File: src/hdl/assert_macros.svh
// Assertion macros for the compatibility distance core.
// Clocked on clk, disabled while rst_n is low; used by the top level only.
`ifndef ASSERT_MACROS_SVH
`define ASSERT_MACROS_SVH

// Consequent holds in the same cycle as the antecedent.
`define ASSERT_SAME(label, ante, cons) \
  label: assert property (@(posedge clk) disable iff (!rst_n) (ante) |-> (cons)) \
    else $error("assertion failed in compatibility distance core");

// Consequent holds in the cycle after the antecedent.
`define ASSERT_NEXT(label, ante, cons) \
  label: assert property (@(posedge clk) disable iff (!rst_n) (ante) |=> (cons)) \
    else $error("assertion failed in compatibility distance core");

`endif

File: src/hdl/ncd_pkg.sv
// Shared types and constants for the compatibility distance core.
// No dependencies; used by the front end, queue, back end, top level and testbench.
`timescale 1ns / 1ps

package ncd_pkg;

  localparam int MAX_GENES = 1023;
  localparam logic [16:0] MAX_GENES_W = 17'(MAX_GENES);
  localparam logic [9:0] TALLY_CAP = (MAX_GENES < 1023) ? 10'(MAX_GENES) : 10'd1023;

  localparam int GAP_W = 27;
  localparam logic [GAP_W-1:0] GAP_CAP = {GAP_W{1'b1}};
  localparam logic [23:0] DIST_CAP = 24'hFFFFFF;

  localparam int DIV_STEPS = GAP_W;
  localparam int DIV_CW = $clog2(DIV_STEPS);

  // queue depth must stay a power of two: pointers wrap by truncation
  localparam int FIFO_DEPTH = 4;
  localparam int FIFO_AW = $clog2(FIFO_DEPTH);
  localparam int FIFO_CW = $clog2(FIFO_DEPTH + 1);

  localparam int CFG_IW = 3;

  typedef enum logic [CFG_IW-1:0] {
    CFG_COEFF_EXCESS   = 3'd0,
    CFG_COEFF_DISJOINT = 3'd1,
    CFG_COEFF_WEIGHT   = 3'd2,
    CFG_THRESHOLD      = 3'd3
  } cfg_index_t;

  typedef enum logic [1:0] {
    CLS_NONE     = 2'd0,
    CLS_MATCH    = 2'd1,
    CLS_EXCESS   = 2'd2,
    CLS_DISJOINT = 2'd3
  } gene_cls_t;

  typedef struct packed {
    gene_cls_t   cls;
    logic [15:0] gap;
    logic        final_slot;
  } slot_word_t;

  typedef struct packed {
    logic               full;
    logic               empty;
    logic [FIFO_CW-1:0] count;
  } fifo_stat_t;

  typedef struct packed {
    logic computing;
    logic result_waiting;
  } back_stat_t;

endpackage

File: src/hdl/ncd_if.sv
// Valid/ready channel interfaces for slot words in and distance results out.
// Field widths follow the item layout; no package dependency.
`timescale 1ns / 1ps

interface ncd_in_if;
  logic               valid;
  logic               ready;
  logic [9:0]         slot_number;
  logic               ref_present;
  logic               cand_present;
  logic signed [15:0] ref_weight;
  logic signed [15:0] cand_weight;
  logic [9:0]         ref_top;
  logic [9:0]         cand_top;
  logic               final_slot;

  modport source (
    output valid, slot_number, ref_present, cand_present, ref_weight, cand_weight,
           ref_top, cand_top, final_slot,
    input  ready
  );
  modport sink (
    input  valid, slot_number, ref_present, cand_present, ref_weight, cand_weight,
           ref_top, cand_top, final_slot,
    output ready
  );
endinterface

interface ncd_out_if;
  logic        valid;
  logic        ready;
  logic        same_species;
  logic [23:0] distance_value;
  logic [9:0]  matching_count;
  logic [9:0]  excess_count;
  logic [9:0]  disjoint_count;

  modport source (
    output valid, same_species, distance_value, matching_count, excess_count,
           disjoint_count,
    input  ready
  );
  modport sink (
    input  valid, same_species, distance_value, matching_count, excess_count,
           disjoint_count,
    output ready
  );
endinterface

File: src/hdl/ncd_front.sv
// Front end: accepts slot words and classes each gene slot.
// Depends on ncd_pkg and ncd_in_if; feeds the slot queue.
`timescale 1ns / 1ps

module ncd_front (
  ncd_in_if.sink            in_ch,
  input  logic              q_full,
  output logic              q_push,
  output ncd_pkg::slot_word_t q_word
);

  logic               slot_ok;
  logic signed [16:0] diff;

  always_comb begin
    slot_ok = (in_ch.slot_number != 10'd0) &&
              ({7'd0, in_ch.slot_number} <= ncd_pkg::MAX_GENES_W);
    diff = {in_ch.ref_weight[15], in_ch.ref_weight} -
           {in_ch.cand_weight[15], in_ch.cand_weight};

    q_word.final_slot = in_ch.final_slot;
    q_word.gap = diff[16] ? 16'(-diff) : diff[15:0];

    if (!slot_ok) begin
      q_word.cls = ncd_pkg::CLS_NONE;
    end else if (in_ch.ref_present && in_ch.cand_present) begin
      q_word.cls = ncd_pkg::CLS_MATCH;
    end else if (in_ch.ref_present) begin
      // excess when beyond the other genome's highest innovation
      q_word.cls = (in_ch.slot_number > in_ch.cand_top) ? ncd_pkg::CLS_EXCESS
                                                        : ncd_pkg::CLS_DISJOINT;
    end else if (in_ch.cand_present) begin
      q_word.cls = (in_ch.slot_number > in_ch.ref_top) ? ncd_pkg::CLS_EXCESS
                                                       : ncd_pkg::CLS_DISJOINT;
    end else begin
      q_word.cls = ncd_pkg::CLS_NONE;
    end
  end

  assign in_ch.ready = !q_full;
  assign q_push      = in_ch.valid && !q_full;

endmodule

File: src/hdl/ncd_fifo.sv
// Short queue of classed slot words between front and back ends.
// Depends on ncd_pkg for the word type and depth.
`timescale 1ns / 1ps

module ncd_fifo (
  input  logic                clk,
  input  logic                rst_n,
  input  logic                push,
  input  ncd_pkg::slot_word_t push_word,
  input  logic                pop,
  output ncd_pkg::slot_word_t pop_word,
  output ncd_pkg::fifo_stat_t stat
);

  ncd_pkg::slot_word_t                 mem_r [ncd_pkg::FIFO_DEPTH];
  logic [ncd_pkg::FIFO_AW-1:0]         wr_ptr_r, rd_ptr_r;
  logic [ncd_pkg::FIFO_CW-1:0]         count_r;
  logic                                do_push, do_pop;

  assign stat.full  = (count_r == ncd_pkg::FIFO_CW'(ncd_pkg::FIFO_DEPTH));
  assign stat.empty = (count_r == '0);
  assign stat.count = count_r;

  assign do_push  = push && !stat.full;
  assign do_pop   = pop && !stat.empty;
  assign pop_word = mem_r[rd_ptr_r];

  always_ff @(posedge clk) begin
    if (do_push) begin
      mem_r[wr_ptr_r] <= push_word;
    end
  end

  always_ff @(posedge clk) begin
    if (!rst_n) begin
      wr_ptr_r <= '0;
      rd_ptr_r <= '0;
      count_r  <= '0;
    end else begin
      if (do_push) begin
        wr_ptr_r <= wr_ptr_r + 1'b1;
      end
      if (do_pop) begin
        rd_ptr_r <= rd_ptr_r + 1'b1;
      end
      case ({do_push, do_pop})
        2'b10:   count_r <= count_r + 1'b1;
        2'b01:   count_r <= count_r - 1'b1;
        default: count_r <= count_r;
      endcase
    end
  end

endmodule

File: src/hdl/ncd_back.sv
// Back end: tallies classed slots, then divides, scales and sums on a final slot.
// Depends on ncd_pkg and ncd_out_if; holds the configuration registers.
`timescale 1ns / 1ps

module ncd_back (
  input  logic                     clk,
  input  logic                     rst_n,
  input  logic                     cfg_we,
  input  logic [ncd_pkg::CFG_IW-1:0] cfg_index,
  input  logic [23:0]              cfg_wdata,
  input  ncd_pkg::slot_word_t      q_word,
  input  logic                     q_empty,
  output logic                     q_pop,
  output ncd_pkg::back_stat_t      stat,
  ncd_out_if.source                out_ch
);

  typedef enum logic [3:0] {
    ST_ACC = 4'b0001,
    ST_DIV = 4'b0010,
    ST_MUL = 4'b0100,
    ST_SUM = 4'b1000
  } back_state_t;

  back_state_t state_r;

  logic [15:0] coeff_excess_r, coeff_disjoint_r, coeff_weight_r;
  logic [23:0] threshold_r;

  logic [9:0]               match_r, excess_r, disjoint_r;
  logic [9:0]               match_nxt, excess_nxt, disjoint_nxt;
  logic [ncd_pkg::GAP_W-1:0] gap_sum_r, gap_sum_nxt;
  logic [ncd_pkg::GAP_W:0]   gap_wide;

  logic [9:0]               snap_match_r, snap_excess_r, snap_disjoint_r;
  logic [ncd_pkg::GAP_W-1:0] quot_r;
  logic [9:0]               rem_r;
  logic [10:0]              trial;
  logic                     trial_ge;
  logic [ncd_pkg::DIV_CW-1:0] step_r;

  logic [ncd_pkg::GAP_W-1:0] mean;
  logic [25:0]              prod_e_r, prod_d_r;
  logic [ncd_pkg::GAP_W+15:0] prod_w_r;
  logic [31:0]              dist_sum;
  logic                     out_free;

  logic        out_valid_r, same_r;
  logic [23:0] dist_r;
  logic [9:0]  out_match_r, out_excess_r, out_disjoint_r;

  // configuration
  always_ff @(posedge clk) begin
    if (!rst_n) begin
      coeff_excess_r   <= 16'd4096;
      coeff_disjoint_r <= 16'd4096;
      coeff_weight_r   <= 16'd4096;
      threshold_r      <= 24'd12288;
    end else if (cfg_we) begin
      case (cfg_index)
        ncd_pkg::CFG_COEFF_EXCESS:   coeff_excess_r   <= cfg_wdata[15:0];
        ncd_pkg::CFG_COEFF_DISJOINT: coeff_disjoint_r <= cfg_wdata[15:0];
        ncd_pkg::CFG_COEFF_WEIGHT:   coeff_weight_r   <= cfg_wdata[15:0];
        ncd_pkg::CFG_THRESHOLD:      threshold_r      <= cfg_wdata;
        default: ;
      endcase
    end
  end

  // saturating tallies for the word at the queue head
  always_comb begin
    match_nxt    = match_r;
    excess_nxt   = excess_r;
    disjoint_nxt = disjoint_r;
    gap_wide     = {1'b0, gap_sum_r} + {{(ncd_pkg::GAP_W-15){1'b0}}, q_word.gap};
    gap_sum_nxt  = gap_sum_r;
    case (q_word.cls)
      ncd_pkg::CLS_MATCH: begin
        if (match_r < ncd_pkg::TALLY_CAP) match_nxt = match_r + 1'b1;
        gap_sum_nxt = gap_wide[ncd_pkg::GAP_W] ? ncd_pkg::GAP_CAP
                                               : gap_wide[ncd_pkg::GAP_W-1:0];
      end
      ncd_pkg::CLS_EXCESS: begin
        if (excess_r < ncd_pkg::TALLY_CAP) excess_nxt = excess_r + 1'b1;
      end
      ncd_pkg::CLS_DISJOINT: begin
        if (disjoint_r < ncd_pkg::TALLY_CAP) disjoint_nxt = disjoint_r + 1'b1;
      end
      default: ;
    endcase
  end

  assign q_pop = (state_r == ST_ACC) && !q_empty;

  // restoring divide, one quotient bit a cycle
  assign trial    = {rem_r, quot_r[ncd_pkg::GAP_W-1]};
  assign trial_ge = (trial >= {1'b0, snap_match_r});

  assign mean     = (snap_match_r == 10'd0) ? '0 : quot_r;
  assign dist_sum = 32'(prod_e_r) + 32'(prod_d_r) + 32'(prod_w_r[ncd_pkg::GAP_W+15:12]);
  assign out_free = !out_valid_r || out_ch.ready;

  always_ff @(posedge clk) begin
    if (!rst_n) begin
      state_r     <= ST_ACC;
      match_r     <= '0;
      excess_r    <= '0;
      disjoint_r  <= '0;
      gap_sum_r   <= '0;
      out_valid_r <= 1'b0;
    end else begin
      // the sum state reloads the output register itself when it is free
      if (out_valid_r && out_ch.ready && (state_r != ST_SUM)) begin
        out_valid_r <= 1'b0;
      end
      case (state_r)
        ST_ACC: begin
          if (q_pop) begin
            if (q_word.final_slot) begin
              // snapshot this comparison and clear for the next one
              snap_match_r    <= match_nxt;
              snap_excess_r   <= excess_nxt;
              snap_disjoint_r <= disjoint_nxt;
              quot_r          <= gap_sum_nxt;
              rem_r           <= '0;
              step_r          <= '0;
              match_r         <= '0;
              excess_r        <= '0;
              disjoint_r      <= '0;
              gap_sum_r       <= '0;
              state_r         <= ST_DIV;
            end else begin
              match_r    <= match_nxt;
              excess_r   <= excess_nxt;
              disjoint_r <= disjoint_nxt;
              gap_sum_r  <= gap_sum_nxt;
            end
          end
        end
        ST_DIV: begin
          rem_r  <= trial_ge ? 10'(trial - {1'b0, snap_match_r}) : trial[9:0];
          quot_r <= {quot_r[ncd_pkg::GAP_W-2:0], trial_ge};
          step_r <= step_r + 1'b1;
          if (step_r == ncd_pkg::DIV_CW'(ncd_pkg::DIV_STEPS - 1)) begin
            state_r <= ST_MUL;
          end
        end
        ST_MUL: begin
          prod_e_r <= coeff_excess_r * snap_excess_r;
          prod_d_r <= coeff_disjoint_r * snap_disjoint_r;
          prod_w_r <= coeff_weight_r * mean;
          state_r  <= ST_SUM;
        end
        ST_SUM: begin
          // hold until the output register is free
          if (out_free) begin
            out_valid_r    <= 1'b1;
            same_r         <= (dist_sum <= {8'd0, threshold_r});
            dist_r         <= (dist_sum > {8'd0, ncd_pkg::DIST_CAP}) ? ncd_pkg::DIST_CAP
                                                                     : dist_sum[23:0];
            out_match_r    <= snap_match_r;
            out_excess_r   <= snap_excess_r;
            out_disjoint_r <= snap_disjoint_r;
            state_r        <= ST_ACC;
          end
        end
        default: state_r <= ST_ACC;
      endcase
    end
  end

  assign stat.computing      = (state_r != ST_ACC);
  assign stat.result_waiting = out_valid_r;

  assign out_ch.valid          = out_valid_r;
  assign out_ch.same_species   = same_r;
  assign out_ch.distance_value = dist_r;
  assign out_ch.matching_count = out_match_r;
  assign out_ch.excess_count   = out_excess_r;
  assign out_ch.disjoint_count = out_disjoint_r;

endmodule

File: src/hdl/neat_compatibility_distance_core.sv
// Compatibility distance core: one gene slot word accepted per cycle while the queue has room.
// A final slot sends the back end through a restoring divide, a multiply and a sum,
// and the sum waits for a free output register; the queue absorbs up to 4 words meanwhile.
// Slot words of the next comparison keep entering the queue while the back end computes, until it is full.
// Synchronous active-low reset clears tallies, queue and output, and loads default coefficients.
`timescale 1ns / 1ps
`include "assert_macros.svh"

module neat_compatibility_distance_core (
  input  logic                     clk,
  input  logic                     rst_n,
  input  logic                     cfg_we,
  input  logic [ncd_pkg::CFG_IW-1:0] cfg_index,
  input  logic [23:0]              cfg_wdata,
  ncd_in_if.sink                   in_ch,
  ncd_out_if.source                out_ch
);

  ncd_pkg::slot_word_t push_word, pop_word;
  ncd_pkg::fifo_stat_t fifo_stat;
  ncd_pkg::back_stat_t back_stat;
  logic                push, pop;

  ncd_front u_front (
    .in_ch  (in_ch),
    .q_full (fifo_stat.full),
    .q_push (push),
    .q_word (push_word)
  );

  ncd_fifo u_fifo (
    .clk       (clk),
    .rst_n     (rst_n),
    .push      (push),
    .push_word (push_word),
    .pop       (pop),
    .pop_word  (pop_word),
    .stat      (fifo_stat)
  );

  ncd_back u_back (
    .clk       (clk),
    .rst_n     (rst_n),
    .cfg_we    (cfg_we),
    .cfg_index (cfg_index),
    .cfg_wdata (cfg_wdata),
    .q_word    (pop_word),
    .q_empty   (fifo_stat.empty),
    .q_pop     (pop),
    .stat      (back_stat),
    .out_ch    (out_ch)
  );

  `ASSERT_SAME(a_no_pop_while_computing, pop, !back_stat.computing && !fifo_stat.empty)
  `ASSERT_SAME(a_fifo_bounded, 1'b1, fifo_stat.count <= ncd_pkg::FIFO_CW'(ncd_pkg::FIFO_DEPTH))
  `ASSERT_NEXT(a_final_starts_compute, pop && pop_word.final_slot, back_stat.computing)

endmodule

File: src/flat_wrapper.sv
// flat-port wrapper written by rule: the top's interface ports become plain ports
module neat_compatibility_distance_core_flat 
  (clk, rst_n, cfg_we, cfg_index, cfg_wdata, in_ch_valid, in_ch_slot_number, in_ch_ref_present, in_ch_cand_present, in_ch_ref_weight, in_ch_cand_weight, in_ch_ref_top, in_ch_cand_top, in_ch_final_slot, in_ch_ready, out_ch_valid, out_ch_same_species, out_ch_distance_value, out_ch_matching_count, out_ch_excess_count, out_ch_disjoint_count, out_ch_ready);
  ncd_in_if in_ch_i ();
  ncd_out_if out_ch_i ();
  input  logic clk;
  input  logic rst_n;
  input  logic cfg_we;
  input  logic [ncd_pkg::CFG_IW-1:0] cfg_index;
  input  logic [23:0] cfg_wdata;
  input wire logic [$bits(in_ch_i.valid)-1:0] in_ch_valid;
  input wire logic [$bits(in_ch_i.slot_number)-1:0] in_ch_slot_number;
  input wire logic [$bits(in_ch_i.ref_present)-1:0] in_ch_ref_present;
  input wire logic [$bits(in_ch_i.cand_present)-1:0] in_ch_cand_present;
  input wire logic [$bits(in_ch_i.ref_weight)-1:0] in_ch_ref_weight;
  input wire logic [$bits(in_ch_i.cand_weight)-1:0] in_ch_cand_weight;
  input wire logic [$bits(in_ch_i.ref_top)-1:0] in_ch_ref_top;
  input wire logic [$bits(in_ch_i.cand_top)-1:0] in_ch_cand_top;
  input wire logic [$bits(in_ch_i.final_slot)-1:0] in_ch_final_slot;
  output wire logic [$bits(in_ch_i.ready)-1:0] in_ch_ready;
  output wire logic [$bits(out_ch_i.valid)-1:0] out_ch_valid;
  output wire logic [$bits(out_ch_i.same_species)-1:0] out_ch_same_species;
  output wire logic [$bits(out_ch_i.distance_value)-1:0] out_ch_distance_value;
  output wire logic [$bits(out_ch_i.matching_count)-1:0] out_ch_matching_count;
  output wire logic [$bits(out_ch_i.excess_count)-1:0] out_ch_excess_count;
  output wire logic [$bits(out_ch_i.disjoint_count)-1:0] out_ch_disjoint_count;
  input wire logic [$bits(out_ch_i.ready)-1:0] out_ch_ready;
  assign in_ch_i.valid = in_ch_valid;
  assign in_ch_i.slot_number = in_ch_slot_number;
  assign in_ch_i.ref_present = in_ch_ref_present;
  assign in_ch_i.cand_present = in_ch_cand_present;
  assign in_ch_i.ref_weight = in_ch_ref_weight;
  assign in_ch_i.cand_weight = in_ch_cand_weight;
  assign in_ch_i.ref_top = in_ch_ref_top;
  assign in_ch_i.cand_top = in_ch_cand_top;
  assign in_ch_i.final_slot = in_ch_final_slot;
  assign in_ch_ready = in_ch_i.ready;
  assign out_ch_valid = out_ch_i.valid;
  assign out_ch_same_species = out_ch_i.same_species;
  assign out_ch_distance_value = out_ch_i.distance_value;
  assign out_ch_matching_count = out_ch_i.matching_count;
  assign out_ch_excess_count = out_ch_i.excess_count;
  assign out_ch_disjoint_count = out_ch_i.disjoint_count;
  assign out_ch_i.ready = out_ch_ready;
  neat_compatibility_distance_core u_core (.clk(clk), .rst_n(rst_n), .cfg_we(cfg_we), .cfg_index(cfg_index), .cfg_wdata(cfg_wdata), .in_ch(in_ch_i), .out_ch(out_ch_i));
endmodule
File: config.mk
export PLATFORM = sky130hd
export DESIGN_NAME = neat_compatibility_distance_core_flat
export DESIGN_NICKNAME = d
export VERILOG_FILES = /design/src/hdl/ncd_pkg.sv /design/src/hdl/ncd_if.sv /design/src/hdl/ncd_front.sv /design/src/hdl/ncd_fifo.sv /design/src/hdl/ncd_back.sv /design/src/hdl/neat_compatibility_distance_core.sv /design/src/flat_wrapper.sv
export VERILOG_INCLUDE_DIRS = /design/src /design/src/hdl
export SDC_FILE = /design/constraint.sdc
export NUM_CORES = 2
export LEC_CHECK = 0
export ABC_CLOCK_PERIOD_IN_PS = 15700
export BUFFER_PORTS_ARGS = -buffer_cell sky130_fd_sc_hd__buf_2
export CORE_MARGIN = 2
export CORE_UTILIZATION = 45
export DETAILED_ROUTE_END_ITERATION = 10
export PLACE_DENSITY = 0.58
export REMOVE_ABC_BUFFERS = 1
export SETUP_SLACK_MARGIN = 0.3
export SYNTH_ARGS = -nofsm -noshare
export SYNTH_HDL_FRONTEND = slang
export SYNTH_HIERARCHICAL = 1
export SYNTH_SLANG_ARGS = --single-unit
File: constraint.sdc
create_clock -name clk -period 15.7 [get_ports clk]
set_input_delay 2.355 -clock clk [delete_from_list [all_inputs] [get_ports clk]]
set_output_delay 2.355 -clock clk [all_outputs]
set_load 0.05 [all_outputs]
== Word level (Yosys, flattened, before mapping) ==
Memories as Yosys holds them, arrays and structs flattened. A register that Yosys moved wholly into a read port is not among the register bits.
Index checks and enable logic that the tools add are counted.

* Bits in registers: 363
* Bits in writable memories: 76
* Bits of input ports: 97
* Output and inout port bits: 57
* Logic and storage cells: 142
* Memories: 1

{| class="wikitable"
|+ Memory list
! memory !! words !! bits a word !! read ports !! clocked after memory_dff !! wr ports !! RTL line !! text
|-
| u_core.u_fifo.mem_r || 4 || 19 || 1 || 1 || 1 || ncd_fifo.sv:15 || <nowiki>ncd_pkg::slot_word_t mem_r [ncd_pkg::FIFO_DEPTH];</nowiki>
|}

* $add $sub $neg: 14
* Multipliers: 3
* Magnitude comparators: 8
* Eq/ne operators: 19
* Mux-type cells: 43
* Reduce and logical (&&, ||, !) cells: 27

{| class="wikitable"
|+ Operator list
! kind !! count
|-
| 2-to-1 mux 27 bit || 6
|-
| 2-to-1 mux 10 bit || 12
|-
| one-hot mux 27 bit (2 select lines) || 1
|-
| multiplier 16 x 10 -> 26 bit || 2
|-
| multiplier 16 x 27 -> 43 bit || 1
|-
| adder 27 x 31 -> 32 bit || 1
|-
| greater-than comparator 32 x 24 -> 1 bit (second input constant) || 1
|-
| less-or-equal comparator 32 x 24 -> 1 bit || 1
|-
| adder 10 x 1 -> 10 bit (second input constant) || 3
|-
| < comparator 10 bit (second input constant) || 3
|-
| adder 27 x 16 -> 28 bit || 1
|-
| adder 26 x 26 -> 27 bit || 1
|-
| greater-than comparator 10 bit || 2
|-
| one-hot mux 10 bit (2 select lines) || 1
|-
| subtractor 16 x 16 -> 17 bit || 1
|-
| 2-to-1 mux 16 bit || 1
|-
| 2-to-1 mux 4 bit || 4
|-
| negator 16 bit || 1
|-
| one-hot mux 4 bit (4 select lines) || 1
|-
| 2-to-1 mux 2 bit || 6
|-
| AND reduction 2 bit || 6
|-
| AND reduction 4 bit || 3
|-
| greater-or-equal comparator 11 x 10 -> 1 bit || 1
|-
| zero test 10 bit || 1
|-
| 29 further kinds || 53
|}

== Longest topological paths before layout ==
* Word-level depth: 6
* Depth in mapped cells: 27
* Gate-level depth less buffers: 25

== Hierarchy ==
The synthesis kept the hierarchy.

{| class="wikitable"
|+ Modules (own cells, without submodules)
! module !! times used !! cells each !! area each (µm²) !! seq. area each (µm²)
|-
| ncd_back || 1 || 4288 || 40357.5 || 8988.6
|-
| ncd_fifo || 1 || 153 || 3245.6 || 2462.4
|-
| ncd_front || 1 || 277 || 1953.1 || 0.0
|}

== Worst setup path before layout ==
Ideal clock, no wire load.

* Path kind: reg-to-reg
* From: register u_core.u_back.snap_match_r[7]
* To: register u_core/u_back/prod_w_r[34] in the netlist's numbering (data pin)
* Setup time: 0.260 ns
* Data arrival time: 6.680 ns
* Data required time: 15.440 ns
* Path slack: 8.760 ns
* Cell stages (with the launch flop): 26
* Buffers on the path: 2
* Clock period less this slack: 6.940 ns
* Cell sequence: edfxtp_1 -> nor4_1 -> nand3_1 -> clkbuf_1 -> clkbuf_1 -> and3_1 -> fa_1 -> inv_1 -> fa_1 -> fa_1 -> inv_1 -> fa_1 -> fa_1 -> inv_1 -> fa_1 -> inv_1 -> ha_1 -> nand2_1 -> a211oi_1 -> o21bai_1 -> a22oi_1 -> o2111ai_1 -> a21boi_0 -> a31o_2 -> a31oi_1 -> xnor2_1

* Longest elaborated chain between the ends: 3

{| class="wikitable"
|+ RTL lines
! what !! RTL line !! text
|-
| start, declared || ncd_back.sv:35 || <nowiki>logic [9:0] snap_match_r, snap_excess_r, snap_disjoint_r;</nowiki>
|-
| start signal, assigned || ncd_back.sv:121 || <nowiki>snap_match_r <= match_nxt;</nowiki>
|-
| zero test 10 bit || ncd_back.sv:99 || <nowiki>assign mean = (snap_match_r == 10'd0) ? '0 : quot_r;</nowiki>
|-
| 2-to-1 mux 27 bit || ncd_back.sv:99 ||
|-
| multiplier 16 x 27 -> 43 bit || ncd_back.sv:151 || <nowiki>prod_w_r <= coeff_weight_r * mean;</nowiki>
|-
| end signal, assigned || ncd_back.sv:151 ||
|-
| end, declared || ncd_back.sv:44 || <nowiki>logic [ncd_pkg::GAP_W+15:0] prod_w_r;</nowiki>
|}

Every way passes these cells.
A chain may end at the register's enable or synchronous reset.

== Worst setup path after layout ==
* From: register u_core.u_back.snap_match_r[7]
* To: register u_core/u_back/prod_w_r[37] in the netlist's numbering (data pin)

Same word-level chain as after synthesis.

==> results <==
- The number of nets in the layout is 5785.
- The number of buffers added by the clock tree synthesis step is 49.
- The count of nets left with antenna violations once routing finished came out at 0.
- STA classifies the critical path endpoint as a flop.
- The final setup skew is 0.0333 ns.
- The maximum buffer depth of the clock tree is 3.
- The cell count after synthesis is 4717.
- The worst hold slack across all endpoints is 0.468 ns.
- In the final layout, the multi-input gates occupy 30700 um2.
- The internal power of the cells is about 2600 uW.
- The endpoint arrival time on the critical path is between 8 and 9 ns.
- The sink count of the clock tree is 429.
- The synthesized area per cell is 9.66 um2.
- The number of max-slew violations in the final report is 0.
- The clock tree root buffer cell is clkbuf_16.
- Buffers added to address setup during post-CTS repair amount to 0.
- Of all nets on the critical path, the largest fanout is between 100 and 150.
- After clock tree synthesis, the clock-pin slew on the worst setup and hold paths is roughly 0.060 ns.
- In this run the standard cell core region covers 100000 um2.
- The final antenna diode count is 0.
- The sequential share of power is 35.4%.
- The die span in x is 322 um.
- The class of the most critical hold timing path is reg -> reg.
- For this run, the top clock speed supported by timing is 116 MHz.
- The number of hold violations in the final report was 0.
- The initial core utilization is 45.5%.
- The final critical path takes up 54.7% of the cycle.
- VDD sags by at most 88.9 uV.
- The first global-routing pass estimated 185000 um of wire.
- TritonCTS built the clock tree.
- In this run the cell area measured after placement is 47300 um2.
- The post-route netlist has 7.35% of its cells at a drive strength greater than 1.
- Entering global routing, the biggest net connects 113 pins.
- Before antenna repair, the detailed router went through 7 iterations.
- After routing the design area is 48900 um2.
- Max-cap violations in this run came to 0.
- From bottom edge to top edge, the die measures 322 um.
- The clock network power share is between 20% and 30%.
- Global routing used 22.7% of the available tracks across all layers.
- The total of hold buffers inserted after clock tree synthesis is 0.
- In the layout the commonest cells are 738 x nand2_1, 662 x inv_1, 598 x fa_1.
- The most common cell after layout, fill and taps aside is nand2_1.
- The sum of overflow across all layers after global routing is 0.
- The worst setup path is launched from a flop.
- In this run the cell area of the synthesized design comes to 45500 um2.
- The die area is 104000 um2.
- The total number of H-tree levels is 2.
- After detailed routing, the number of remaining DRC violations is 0.
- In this run the tool buffered the top-level ports with 153 buffer cells.
- The number of antenna violations at the first check in global routing is 1.
- The analysis attributes to cell leakage a power of 0.0225 uW.
- The floorplan row count is 116.
- After filler insertion, the fill cell instance count of the layout stands at 9492.
- Setup repair after global routing left no endpoint under its margin.
- The number of global-route vias before repair was 33009.
- The worst-margin pin slew is 1.19 ns.
- Setup violations remaining at the end of the flow were counted as 0.
- The total via count after detailed routing is ~33000.
- In this run switching power makes up 38.2% of total power.
- Once the clock tree was built, the resizer swapped 0 gates to a different size.
- The number of DRC violations after detailed-routing iteration 0 is between 2000 and 2500.
- The sum of negative setup slack is 0 ns.
- The sequential cell area in the final layout is roughly 11000 um2.
- The combinational share of power is 37.6%.
- The last weighted congestion value of the routability-driven placer is around 0.87.
- Dividing total power by cell area gives a power density of slightly below 90 nW/um2.
- Summed over all nets, the switching power comes to about 1600 uW.
- The run finished with clean final reports.
- The via-per-instance ratio is 5.39.
- After detailed routing, the average wire length per cell comes to 19.0 um.
- The synthesis-to-finish area growth is 7.43%.
- Detailed placement ended at an HPWL of 90300 um.
- By startpoint and endpoint, the worst setup path is classified as reg -> reg.
- The smallest clock period supported by the final layout is computed as 8.59 ns.
- The later pin in the worst-skew pair is clocked with a latency of about 0.63 ns.
- Data on the critical path is required at its endpoint by 16.10 ns.
- The number of warning messages in the yosys log is 6.
- The number of top-level pins is 154.
- The routed design has 115000 um of wire.
- In this run the tightest slew margin relative to its limit is 20.1%.
==> area by class of cell <==
class	count	share of cell area [%]
Multi-Input combinational cell	3396	62.7
Sequential cell	429	23.4
Timing Repair Buffer	193	2.18
Clock inverter	30	0.614
Tap cell	1298	3.32
Clock buffer	62	2.65
Inverter	663	5.09
==> layer usage <==
layer / up-vias / global-route usage, % / wire length [um]
met5: - / 0 / 0
met3: 127 / 2.59 / 5200
met2: 770 / 37.7 / 55000
met4: 0 / 6.13 / 2880
li1: 15536 / - / -
met1: 16300 / 31.5 / 52300
==> sequential cells by signal, indices dropped and copies added, names as in the netlist, 3 cells and up, named ones only <==
signal / flops
u_core/u_back/prod_d_r: 26
u_core/u_back/excess_r: 10
u_core/u_back/quot_r: 27
u_core/u_fifo/mem_r: 76
u_core/u_back/out_ch.excess_count: 10
u_core/u_back/out_ch.matching_count: 10
u_core/u_back/threshold_r: 24
u_core/u_back/rem_r: 10
u_core/u_back/prod_w_r: 31
u_core/u_back/out_ch.distance_value: 24
u_core/u_back/state_r: 4
u_core/u_back/snap_match_r: 10
u_core/u_back/coeff_disjoint_r: 16
u_core/u_back/prod_e_r: 26
u_core/u_back/snap_disjoint_r: 10
u_core/u_back/coeff_weight_r: 16
u_core/u_fifo/count_r: 3
u_core/u_back/coeff_excess_r: 16
u_core/u_back/disjoint_r: 10
u_core/u_back/snap_excess_r: 10
u_core/u_back/match_r: 10
u_core/u_back/gap_sum_r: 27
u_core/u_back/out_ch.disjoint_count: 10
u_core/u_back/step_r: 5
==> metrics by stage <==
step                      util [%]  setup WS, ns  std cells  power, uW
after floorplan                  -          6.26       4488       2580
after global routing          48.9          6.46       6071       4520
after global placement        47.3          7.36       5979       3100
after detailed placement      47.3          7.13       5979       3110
after CTS                     48.9          7.12       6071       4280
final                         48.9          7.11       6071       4240
==> worst max-delay path, cell delays in order, from the launching register on <==
cell and delay (ns):
edfxtp_1 0.41, nor4_1 0.63, nand3_4 0.73, buf_4 0.61, and2_0 0.61, nand2_1 0.23, fa_1 0.43, inv_1 0.09
fa_1 0.42, fa_1 0.50, fa_1 0.48, fa_1 0.51, inv_1 0.05, fa_1 0.47, inv_1 0.04, ha_1 0.35
and2_1 0.18, or2_2 0.28, a221o_1 0.37, a21o_1 0.22, o21a_1 0.24, or3_1 0.35, o311ai_0 0.10
==> power groups by stage <==
stage	sequential [uW]	combinational [uW]	clock, uW
6_report	1500	1590	1150
5_1_grt	1510	1790	1220
4_1_cts	1500	1600	1180
3_5_place_dp	1520	1590	0
3_3_place_gp	1520	1580	0
2_1_floorplan	1470	1110	0
==> path summary, 6_finish.rpt <==
path / start / to / slack, ns / cells past startpoint
worst max-delay path: u_core/u_back/snap_match_r[7] / u_core/u_back/prod_w_r[37] / 7.11 / 22
worst max register to register: u_core/u_back/snap_match_r[7] / u_core/u_back/prod_w_r[37] / 7.11 / 22
worst min-delay path: u_core/u_back/threshold_r[21] / u_core/u_back/threshold_r[21] / 0.47 / 2
worst min register to register: u_core/u_back/threshold_r[21] / u_core/u_back/threshold_r[21] / 0.47 / 2
No activity file was read; power rests on OpenSTA's default activity.
